<file path="src/rtl/tkm_pkg.sv">
// ----------------------------------------------------------------------------
// tkm_pkg: shared types and constants of the timestamp merge counter
// Lane cell control and status, the scan token and counter addressing.
// ----------------------------------------------------------------------------
package tkm_pkg;

    localparam int MAX_LANES    = 8;
    localparam int MAX_CLUSTERS = 64;
    localparam int TIME_BITS    = 32;
    localparam int COUNT_BITS   = 32;

    localparam int LANE_W    = $clog2(MAX_LANES);
    localparam int LANE_CW   = LANE_W + 1;
    localparam int CL_W      = 6;
    localparam int CL_CW     = CL_W + 1;
    localparam int LIU_W     = 4;
    localparam int LIU_RESET = 8;
    localparam int CNT_DEPTH = MAX_LANES * MAX_CLUSTERS;
    localparam int CNT_AW    = $clog2(CNT_DEPTH);

    localparam logic [1:0] CMD_PUSH = 2'd0;
    localparam logic [1:0] CMD_END  = 2'd1;
    localparam logic [1:0] CMD_READ = 2'd2;

    localparam logic [1:0] KIND_RECORD = 2'd0;
    localparam logic [1:0] KIND_COUNT  = 2'd1;
    localparam logic [1:0] KIND_ERROR  = 2'd2;

    typedef struct packed {
        logic push;
        logic end_lane;
        logic pop;
    } lane_ctrl_t;

    typedef struct packed {
        logic head_valid;
        logic ended;
    } lane_stat_t;

    typedef struct packed {
        logic [LANE_W-1:0]    idx;
        logic                 found;
        logic                 blocked;
        logic [LANE_W-1:0]    best_lane;
        logic [TIME_BITS-1:0] best_time;
        logic [CL_W-1:0]      best_cluster;
    } scan_tok_t;

    function automatic logic [CNT_AW-1:0] cnt_addr(input logic [LANE_W-1:0] l,
                                                   input logic [CL_W-1:0] c);
        return CNT_AW'(int'(l) * MAX_CLUSTERS + int'(c));
    endfunction

endpackage

</file>
<file path="src/rtl/tkm_cell.sv">
// ----------------------------------------------------------------------------
// tkm_cell: one lane of the merge chain
// Holds the lane's pending head and end flag, and folds its head into the
// scan token that moves one cell down the chain each cycle.
// ----------------------------------------------------------------------------
module tkm_cell
    import tkm_pkg::*;
(
    input  logic                 clk,
    input  logic                 rst_n,
    input  lane_ctrl_t           ctrl,
    input  logic [TIME_BITS-1:0] wr_time,
    input  logic [CL_W-1:0]      wr_cluster,
    input  logic [LIU_W-1:0]     n_eff,
    input  scan_tok_t            tok_in,
    output scan_tok_t            tok_out,
    output lane_stat_t           stat
);

    logic                 hv_reg;
    logic                 hv_next;
    logic                 ended_reg;
    logic                 ended_next;
    logic [TIME_BITS-1:0] time_reg;
    logic [CL_W-1:0]      cl_reg;
    scan_tok_t            tok_reg;
    scan_tok_t            tok_next;
    logic                 active;

    always_comb
    begin
        hv_next    = hv_reg;
        ended_next = ended_reg;
        if (ctrl.push)
        begin
            hv_next = 1'b1;
        end
        if (ctrl.pop)
        begin
            hv_next = 1'b0;
        end
        if (ctrl.end_lane)
        begin
            ended_next = 1'b1;
        end
    end

    assign active = LIU_W'(tok_in.idx) < n_eff;

    always_comb
    begin
        tok_next     = tok_in;
        tok_next.idx = tok_in.idx + LANE_W'(1);
        if (active)
        begin
            // a live lane without a head stalls the merge
            if (!hv_reg && !ended_reg)
            begin
                tok_next.blocked = 1'b1;
            end
            if (hv_reg && (!tok_in.found || time_reg < tok_in.best_time))
            begin
                tok_next.found        = 1'b1;
                tok_next.best_lane    = tok_in.idx;
                tok_next.best_time    = time_reg;
                tok_next.best_cluster = cl_reg;
            end
        end
    end

    always_ff @(posedge clk or negedge rst_n)
    begin
        if (!rst_n)
        begin
            hv_reg    <= 1'b0;
            ended_reg <= 1'b0;
            tok_reg   <= '0;
        end
        else
        begin
            hv_reg    <= hv_next;
            ended_reg <= ended_next;
            tok_reg   <= tok_next;
        end
    end

    always_ff @(posedge clk)
    begin
        if (ctrl.push)
        begin
            time_reg <= wr_time;
            cl_reg   <= wr_cluster;
        end
    end

    assign tok_out         = tok_reg;
    assign stat.head_valid = hv_reg;
    assign stat.ended      = ended_reg;

endmodule

</file>
<file path="config.mk">
export PLATFORM = sky130hd
export DESIGN_NAME = tkm_cell
export DESIGN_NICKNAME = d
export VERILOG_FILES = /design/src/rtl/tkm_pkg.sv /design/src/rtl/tkm_cell.sv
export SDC_FILE = /design/constraint.sdc
export NUM_CORES = 1
export LEC_CHECK = 0
export ABC_AREA = 0
export BUFFER_PORTS_ARGS = -buffer_cell sky130_fd_sc_hd__buf_2
export CAP_MARGIN = 20
export CORE_UTILIZATION = 30
export DETAILED_ROUTE_END_ITERATION = 10
export PLACE_DENSITY = 0.6
export RECOVER_POWER = 25
export SYNTH_ARGS = -nofsm -noshare
export SYNTH_HDL_FRONTEND = slang
export SYNTH_SLANG_ARGS = --single-unit
</file>
<file path="constraint.sdc">
create_clock -name clk -period 2.7 [get_ports clk]
set_input_delay 0.135 -clock clk [delete_from_list [all_inputs] [get_ports clk]]
set_output_delay 0.135 -clock clk [all_outputs]
set_load 0.05 [all_outputs]
</file>
# --- Word-level counts from Yosys, hierarchy flattened ---
# Index checks and enable logic that the tools add are counted.
op_classes:
  add_sub_neg: 1
  n_lt_le_gt_ge: 2
  n_mux: 6
  reduce_logical: 7
ops:
  columns: ["operator", "count"]
  rows:
  - ["$mux 43", 1]
  - ["$mux 41", 1]
  - ["$lt 32x32->1", 1]
  - ["$lt 3x4->1", 1]
  - ["$mux 1", 4]
  - ["$add 3x1->3 const B", 1]
  - ["$logic_not 1->1", 3]
  - ["$logic_and 1x1->1", 2]
  - ["$reduce_bool 2->1", 1]
  - ["$logic_or 1x1->1", 1]
totals:
  register_bits: 86
  inputBits: 93
  output_inout_bits: 48
  elab_cells: 26

# --- Logic depth before layout (Yosys ltp) ---
# Gate-level depths: netlist of run 1.
depth:
  depth_word: 5
  ltp_mapped: 10

# --- Least setup slack after synthesis of run 1 ---
# Ideal clock, no wire load.
synth_path:
  path_kind: "register to register"
  from: "register time_reg[30]"
  to: "register tok_reg, in the netlist tok_out[1]"
  arrival_time_ns: 1.963
  required_ns: 2.629
  path_slack_ns: 0.666
  path_stages_with_launch: 9
  n_path_buf: 1
  period_less_slack_ns: 2.034
  cell_sequence: "edfxtp_1 -> ha_1 -> nand4_2 -> nor4_4 -> nand3_2 -> o2bb2ai_2 -> buf_2 -> nand3_1 -> nand4_1"
synth_rtl:
  columns: ["element", "line_no", "text"]
  rows:
  - ["from (decl)", "tkm_cell.sv:24", "logic [TIME_BITS-1:0] time_reg;"]
  - ["from (signal assigned)", "tkm_cell.sv:91", "time_reg <= wr_time;"]
  - ["to (signal assigned)", "tkm_cell.sv:83", "tok_reg <= tok_next;"]
  - ["to (decl)", "tkm_cell.sv:26", "scan_tok_t tok_reg;"]

==> impl.org, run 1 <==
** Status
- Outcome :: finished with violations
- The final reports fail on capacitance limit, slew limit.

** Detailed routing
- Dividing the detail-routed wire length by the instance count gives ~17 um.
- The first routing iteration left 382 violations.
- The routed layout has 4874 vias.
- In the routed layout, each cell is associated on average with a via count of around 5.4.
- Number of remaining DRC errors :: 0
- The first detailed-routing pass ran for 6 iterations.
- Once detail routing completed, the nets flagged for antenna violations numbered 0.
- For this block, the routed nets add up to 15.2 mm of wire.

** Critical path
- The critical path starts at time_reg[19].
- Maximum fanout along the worst path :: 28
- Worst endpoint data arrival time :: 2.63 ns
- The critical path is of the reg2reg type.
- The number of cells on the worst reg-to-reg path is 8.
- Capture instance of the worst register-to-register path :: tok_out[27]
- Setup slack of the most critical reg-to-reg path :: between 0.3 and 0.4 ns
- FF-to-FF Start :: time_reg[19]
- The worst setup path is captured at a flip-flop.
- Data required time at the worst endpoint :: ~3.0 ns
- The worst setup path is launched from a flip-flop.

** Floorplanning
- Top-level I/O count :: 141
- Horiz. Die Dim :: between 100 and 150 um
- Die outline height :: approximately 130 um
- Rows :: 46
- The floorplan step defined a core boundary enclosing around 16000 um^2.
- The initial utilization of the core area, before any placement, comes to 0.311.
- Area enclosed by the die boundary :: 17200 um^2

** STA
- Between clock sinks in the finished design, the worst skew comes to 0.00581 ns.
- Max Clk Rate :: 0.423 GHz
- Final number of hold-violating endpoints :: 0
- Setup violation total in the final timing report :: 0
- For the pin with the worst max-slew slack, the measured transition is 2.52 ns.
- Setup repair after global routing left no endpoint under its margin.
- Worst rel slew slack :: -0.678
- Post-route setup TNS :: 0 ns
- The number of max-slew violations in the final report came to 40.
- Post-route minimum period :: between 2 and 2.5 ns
- In the finished design, the share of the clock period the worst path needs comes to 0.875.

** Layout
- Summed area of non-filler cells in the final layout :: about 6700 um^2
- Area growth from synthesis to layout :: 33.2%
- Fraction of final layout cells sized beyond drive strength 1 :: 0.254
- Most frequent cells in the layout :: sky130_fd_sc_hd__buf_2, sky130_fd_sc_hd__nand4_1, sky130_fd_sc_hd__nand3_1, sky130_fd_sc_hd__dfrtp_1, sky130_fd_sc_hd__dlygate4sd3_1
- FILL cells :: 1550
- Non-filler instance count after layout :: between 800 and 900
- Flip-flop count of the largest register, all copies and words added :: 46
- The library cell used most frequently in the layout, excluding fill and tap cells, is sky130_fd_sc_hd__buf_2.
- In the final design database the tool counted 803 nets.
- Final core occ :: 0.414

** Synth
- After synthesis, the mean cell area works out to between 9 and 10 um^2.
- Synthesis warning total :: 0
- Synthesis produced between 500 and 600 cells.
- Of all flip-flops after synthesis, the portion carrying an async set or reset was 0.558.
- Cell area after technology mapping :: ~5000 um^2
- When the netlist entered floorplanning its net count stood at approximately 640.
- In this run, synthesis inferred 38 flip-flops with an integrated enable.
- Ys flop type :: sky130_fd_sc_hd__dfrtp_1
- After synthesis the netlist holds a flip-flop and latch count of 86.
- Counting distinct cell types in the post-synthesis netlist gives 39.
- Sequential fraction of the synthesis area :: 0.469

** Min path
- For hold timing, the worst endpoint is tok_out[45].
- Beginning of the worst hold path :: tok_in[45]
- Worst hold path type :: in2reg
- Cell depth of the worst hold path :: 2

** Clock network
- Inserted Clock Buffers :: 9
- Worst-Skew Late Latency :: roughly 0.34 ns
- Clock Sink Count :: 86
- Buffers added to address setup during post-CTS repair amount to 0.
- Library cell used as clock root buffer :: sky130_fd_sc_hd__clkbuf_16
- Hold-fix buffer count after cts :: 43
- Post-cts gate resize count :: 0
- TritonCTS built the clock tree.
- Clock Path Buffers :: 2
- Number of levels in the clock H-tree :: 3
- Clock-pin slew was measured on the worst setup and hold paths at roughly 0.06 ns.

** Placed design
- The congestion estimate from routability-driven global placement came to 0.808.
- Dpl cell area :: around 5900 um^2
- Number of placed cells counting well taps :: between 800 and 900
- I/O Buffers :: between 100 and 150
- Half-perimeter wire length of the detailed placement result :: ~10 mm

** Power
- Total power per unit cell area :: between 600 and 700 nW/um^2
- Total power after layout :: 0.00414 W
- The analysis attributes to cell leakage a power of about 2.8 nW.
- The worst-case IR drop observed on VDD is about 0.31 mV.

** Global routing
- The number of antenna violations at the first check in global routing was 1.
- Global-route usage over all layers :: 0.179
- Entering global routing, the biggest net connects 91 pins.
- The number of global-route vias before repair was ~4700.
- Overflow left after global routing :: 0
- First-pass GRT wire length :: 23.3 mm

** Run
- The tool flagged a number of max-cap violations equal to 1.
## final cells by class
| cell class | count | area (um^2) | share of cell area |
|---|---|---|---|
| well taps | 216 | 270 | 0.0406 |
| repair buffers | 197 | 1260 | 0.190 |
| diodes | 1 | 2.50 | 0.000376 |
| multi-input cells | 346 | 2310 | 0.348 |
| inverters | 36 | 135 | 0.0203 |
| clock buffers | 15 | 320 | 0.0481 |
| flip-flops and latches | 86 | 2340 | 0.352 |
| clock inverters | 1 | 5.00 | 0.000752 |
## kinds of logic (layout without fill, tap and decap cells)
kind of cell / Yosys count / count (layout) / synth area share
flops: 86 / 86 / 0.469
compound gates: 63 / 63 / 0.0837
fa+ha+maj: 34 / 34 / 0.0852
simple gates: 241 / 241 / 0.271
buf+inv: 84 / 249 / 0.0754
other cells: 0 / 1 / 0
mux: 7 / 7 / 0.0140
xor+xnor: 1 / 1 / 0.00175
## power by group
group / switching (W) / leakage (nW) / internal [W]
Combinational: 0.000851 / 1.75 / 0.000361
Clock: 0.000516 / 0.162 / 0.000811
Sequential: 0.0000701 / 0.926 / 0.00153
Total: 0.00144 / 2.84 / 0.00270
## stage by stage
stage / hold slack, ns / worst slack [ns]
after global placement: 0.290 / 0.449
final: 0.0285 / 0.338
after global routing: 0.0348 / 0.204
after detailed placement: 0.288 / 0.370
after CTS: 0.0111 / 0.345
after floorplan: -0.161 / 0.666
## worst max path at each step
| stage | to | cells past startpoint | slack, ns |
|---|---|---|---|
| finish | tok_out[27] | 8 | 0.34 |
| global route | tok_out[33] | 8 | 0.20 |
| CTS | tok_out[33] | 8 | 0.34 |
| detailed placement | tok_out[33] | 8 | 0.37 |
| global placement | tok_out[33] | 8 | 0.45 |
| floorplan | tok_out[1] | 8 | 0.67 |
## metal layers
metal  GRT usage  wire [um]  vias up
met2       0.305       7400      227
met3      0.0419       1020       25
met5           0          0        -
li1            -          -     2281
met1       0.215       6460     2341
met4      0.0757        284        0
## worst max-delay path, stage by stage, from the launching register on
cell	delay (ns)
sky130_fd_sc_hd__edfxtp_1	0.43
sky130_fd_sc_hd__ha_1	0.34
sky130_fd_sc_hd__a21oi_1	0.13
sky130_fd_sc_hd__o21ai_0	0.14
sky130_fd_sc_hd__a221oi_1	0.42
sky130_fd_sc_hd__and2_2	0.22
sky130_fd_sc_hd__buf_4	0.33
sky130_fd_sc_hd__nand4_1	0.16
sky130_fd_sc_hd__nand4_1	0.11
## synth_stat cells (2+ instances only)
cell                        n  area [um^2]
sky130_fd_sc_hd__buf_4      3         22.5
sky130_fd_sc_hd__o21ai_0    7         35.0
sky130_fd_sc_hd__nand2_1   10         37.5
sky130_fd_sc_hd__a31oi_1   34          213
sky130_fd_sc_hd__buf_6      4         45.0
sky130_fd_sc_hd__buf_2     16         80.1
sky130_fd_sc_hd__and2_1     2         12.5
sky130_fd_sc_hd__or2_2      2         12.5
sky130_fd_sc_hd__inv_1     35          131
sky130_fd_sc_hd__mux2i_1    7         70.1
sky130_fd_sc_hd__dfrtp_1   48         1200
sky130_fd_sc_hd__nand4_1   85          532
sky130_fd_sc_hd__nor3_1    32          160
sky130_fd_sc_hd__ha_1      34          425
sky130_fd_sc_hd__clkbuf_1  24         90.1
sky130_fd_sc_hd__nor3b_1    3         22.5
sky130_fd_sc_hd__nor2b_1    7         43.8
sky130_fd_sc_hd__nor2_1     6         22.5
sky130_fd_sc_hd__nand3_1   84          420
sky130_fd_sc_hd__a21oi_1   13         65.1
sky130_fd_sc_hd__nand2b_1   5         31.3
sky130_fd_sc_hd__edfxtp_1  38         1140
No activity file was read; power rests on OpenSTA's default activity.
==> run 2, diff against run 1 <==
Settings changed: CORE_UTILIZATION 30 to 53, PLACE_DENSITY 0.6 to 0.9.
==> run 2 against run 1 <==
Against the previous run:
- core utilization rose by 28 points
- sequential share of layout area rose by 1.4 points
- setup slack lost 0.032 ns
- final cell count shrank 12%
- clock skew rose by 0.0079 ns
- the flow now finishes without violations
- maximum frequency fell by 1.3%
- worst hold slack better by 0.0032 ns
- cell area decreased by 3.8%
- combinational power is essentially flat
- die area shrank 43%
==> impl.org, run 2 (same netlist as run 1, synthesis figures left out) <==
** Layout
- Area growth from synthesis to layout :: 28.1%
- Most frequent cells in the layout :: sky130_fd_sc_hd__buf_2, sky130_fd_sc_hd__nand4_1, sky130_fd_sc_hd__nand3_1, sky130_fd_sc_hd__dfrtp_1, sky130_fd_sc_hd__dlygate4sd3_1
- Commonest non-fill, non-tap cell in the layout :: sky130_fd_sc_hd__buf_2
- Fraction of final layout cells sized beyond drive strength 1 :: 0.253
- Summed area of non-filler cells in the final layout :: about 6400 um^2
- Number of antenna cells inserted :: 0
- Net count reported at finish :: roughly 800
- The register with the most flip-flops in the layout has 46 of them.

** Critical path
- At the worst endpoint, the arrival time is ~2.7 ns.
- CP Launch Type :: flip-flop
- Number of buffers and inverters on the critical path :: 1
- The slowest stage of the critical path is the sky130_fd_sc_hd__edfxtp_1 cell.
- In this design, the critical path's most frequently occurring cell is sky130_fd_sc_hd__nand4_1.
- The critical path goes through ha_1, nand4_1, nor4_4, nand3_2, o2bb2ai_4, buf_4, nand3_1, nand4_1.
- Cell class contributing the biggest share of worst-path delay :: simple AND/OR/NAND/NOR gates
- Maximum fanout along the worst path :: 24
- Stage delay of the slowest cell on the critical path :: around 0.42 ns
- STA puts the critical path data required time at between 2 and 3 ns.
- The worst setup path is captured at a flip-flop.
- The worst setup path is of the reg2reg kind.

** Detailed routing
- The detail route stage leaves a number of antenna-violating nets equal to 0.
- In the final routed layout, each cell accounts on average for around 18 um.
- In this run, the number of DRC markers left after iteration 0 of detailed routing was 480.
- Dividing the detail-routed via count by the number of cells gives around 6.4.
- After detailed routing, the total wire length is around 15 mm.
- For this run, design rule violations remaining after detail routing come to 0.
- Number of vias after detailed routing :: 5069
- The first detailed-routing pass took 7 iterations.

** Power
- Total power per unit cell area :: just under 600 nW/um^2
- Leakage power of the design :: 2.78 nW
- Across the VDD grid, the largest voltage drop is slightly above 0.4 mV.

** Placed design
- Buffers placed on the I/O ports in this run total 140.
- Summing all placed instances gives a cell area of approximately 5700 um^2.
- Routability-driven placement finished with a final weighted congestion of ~0.82.
- Half-perimeter wire length of the detailed placement result :: 9.03 mm

** Status
- Outcome :: finished clean

** STA
- Final number of hold-violating endpoints :: 0
- Final slew viol count :: 0
- Worst Hold Slack :: 0.0317 ns
- Post-route minimum period :: about 2.4 ns
- Post-route setup TNS :: 0 ns
- Final clock period utilization by the worst path :: 0.887
- The worst pin sits at a relative slew slack of 0.124.
- Tightest Pin Transition :: around 1.3 ns
- Unrepaired setup endpoints after global routing :: false
- Clock skew on the completed layout was measured at around 0.014 ns.
- Setup violations remaining at the end of the flow were counted as 0.
- Timing would allow up to around 0.42 GHz.

** Floorplanning
- Rows :: 35
- In this run the vertical extent of the chip is ~99 um.
- Area enclosed by the die boundary :: about 10000 um^2
- Top-level I/O count :: ~140
- Area inside the core boundary :: 9200 um^2
- For this configuration, the core starts out at a cell density of 0.543.
- Horiz. Die Dim :: 99.1 um

** Clock network
- Setup fix buffers added after clock tree synthesis :: 0
- Inserted Clock Buffers :: 9
- Clk slew on worst S/H paths :: about 0.090 ns
- Clock Path Buffers :: 2
- CTS tree :: done
- Clock latency on the worst-skew pair, taken at its later pin, is 0.35 ns.
- Clock Sink Count :: 86
- CTS built an H-tree with a depth of 3.
- Library cell used as clock root buffer :: sky130_fd_sc_hd__clkbuf_8

** Global routing
- Antenna violations before repair :: 0
- Overflow left after global routing :: 0
- Via count of the first global-routing pass :: ~4900
- Entering global routing, the biggest net connects a little over 90 pins.
- In the global route stage, overall resource usage came out at 0.294.
- First-pass GRT wire length :: 22.7 mm

** Run
- Max-cap violations :: 0

** Min path
- Worst hold path type :: in2reg
-- run 2: repair_timing --
action,in CTS,in global routing
gates resized for setup,0,0
endpoints found under the hold margin,42,23
hold buffers,42,1
endpoints found under the setup margin,0,0
-- run 2: final cells by class --
type	count	area [um^2]
Fill cell	702	2800
Clock inverter	4	72.6
Tap cell	111	139
Inverter	36	135
Clock buffer	12	135
Multi-Input combinational cell	346	2310
Sequential cell	86	2340
Timing Repair Buffer	197	1270
-- run 2: power breakdown --
part	switching (W)	total [W]	internal, W
sequential	0.0000718	0.00160	0.00152
clock	0.000462	0.000984	0.000522
combinational	0.000859	0.00122	0.000363
-- run 2: final timing paths --
| check | startpoint | to | slack [ns] | cells after the start |
|---|---|---|---|---|
| max reg2reg | time_reg[27] | tok_out[9] | 0.31 | 8 |
| min in group asynchronous | rst_n | tok_out[32] | 0.59 | 2 |
| max in group asynchronous | rst_n | tok_out[20] | 1.32 | 3 |
| max | time_reg[27] | tok_out[9] | 0.31 | 8 |
| min | tok_in[45] | tok_out[45] | 0.03 | 2 |
| min reg2reg | cl_reg[4] | tok_out[4] | 0.52 | 2 |
-- run 2: stage by stage --
step                      utilization  total power [W]  worst slack (ns)  instances
final                           0.696          0.00380             0.306        792
after global routing            0.696          0.00395             0.207        792
after CTS                       0.693          0.00378             0.327        790
after detailed placement        0.625          0.00277             0.347        732
after global placement          0.625          0.00272             0.473        732
after floorplan                     -          0.00241             0.666        516
-- run 2: layer usage --
layer | vias up | global-route usage | routed length [um] | share of wire
met3 | 51 | 0.0518 | 1440 | 0.099
met5 | - | 0 | 0 | 0
met2 | 379 | 0.520 | 7300 | 0.50
met1 | 2358 | 0.350 | 5500 | 0.38
li1 | 2281 | - | - | -
met4 | 0 | 0.133 | 355 | 0.024
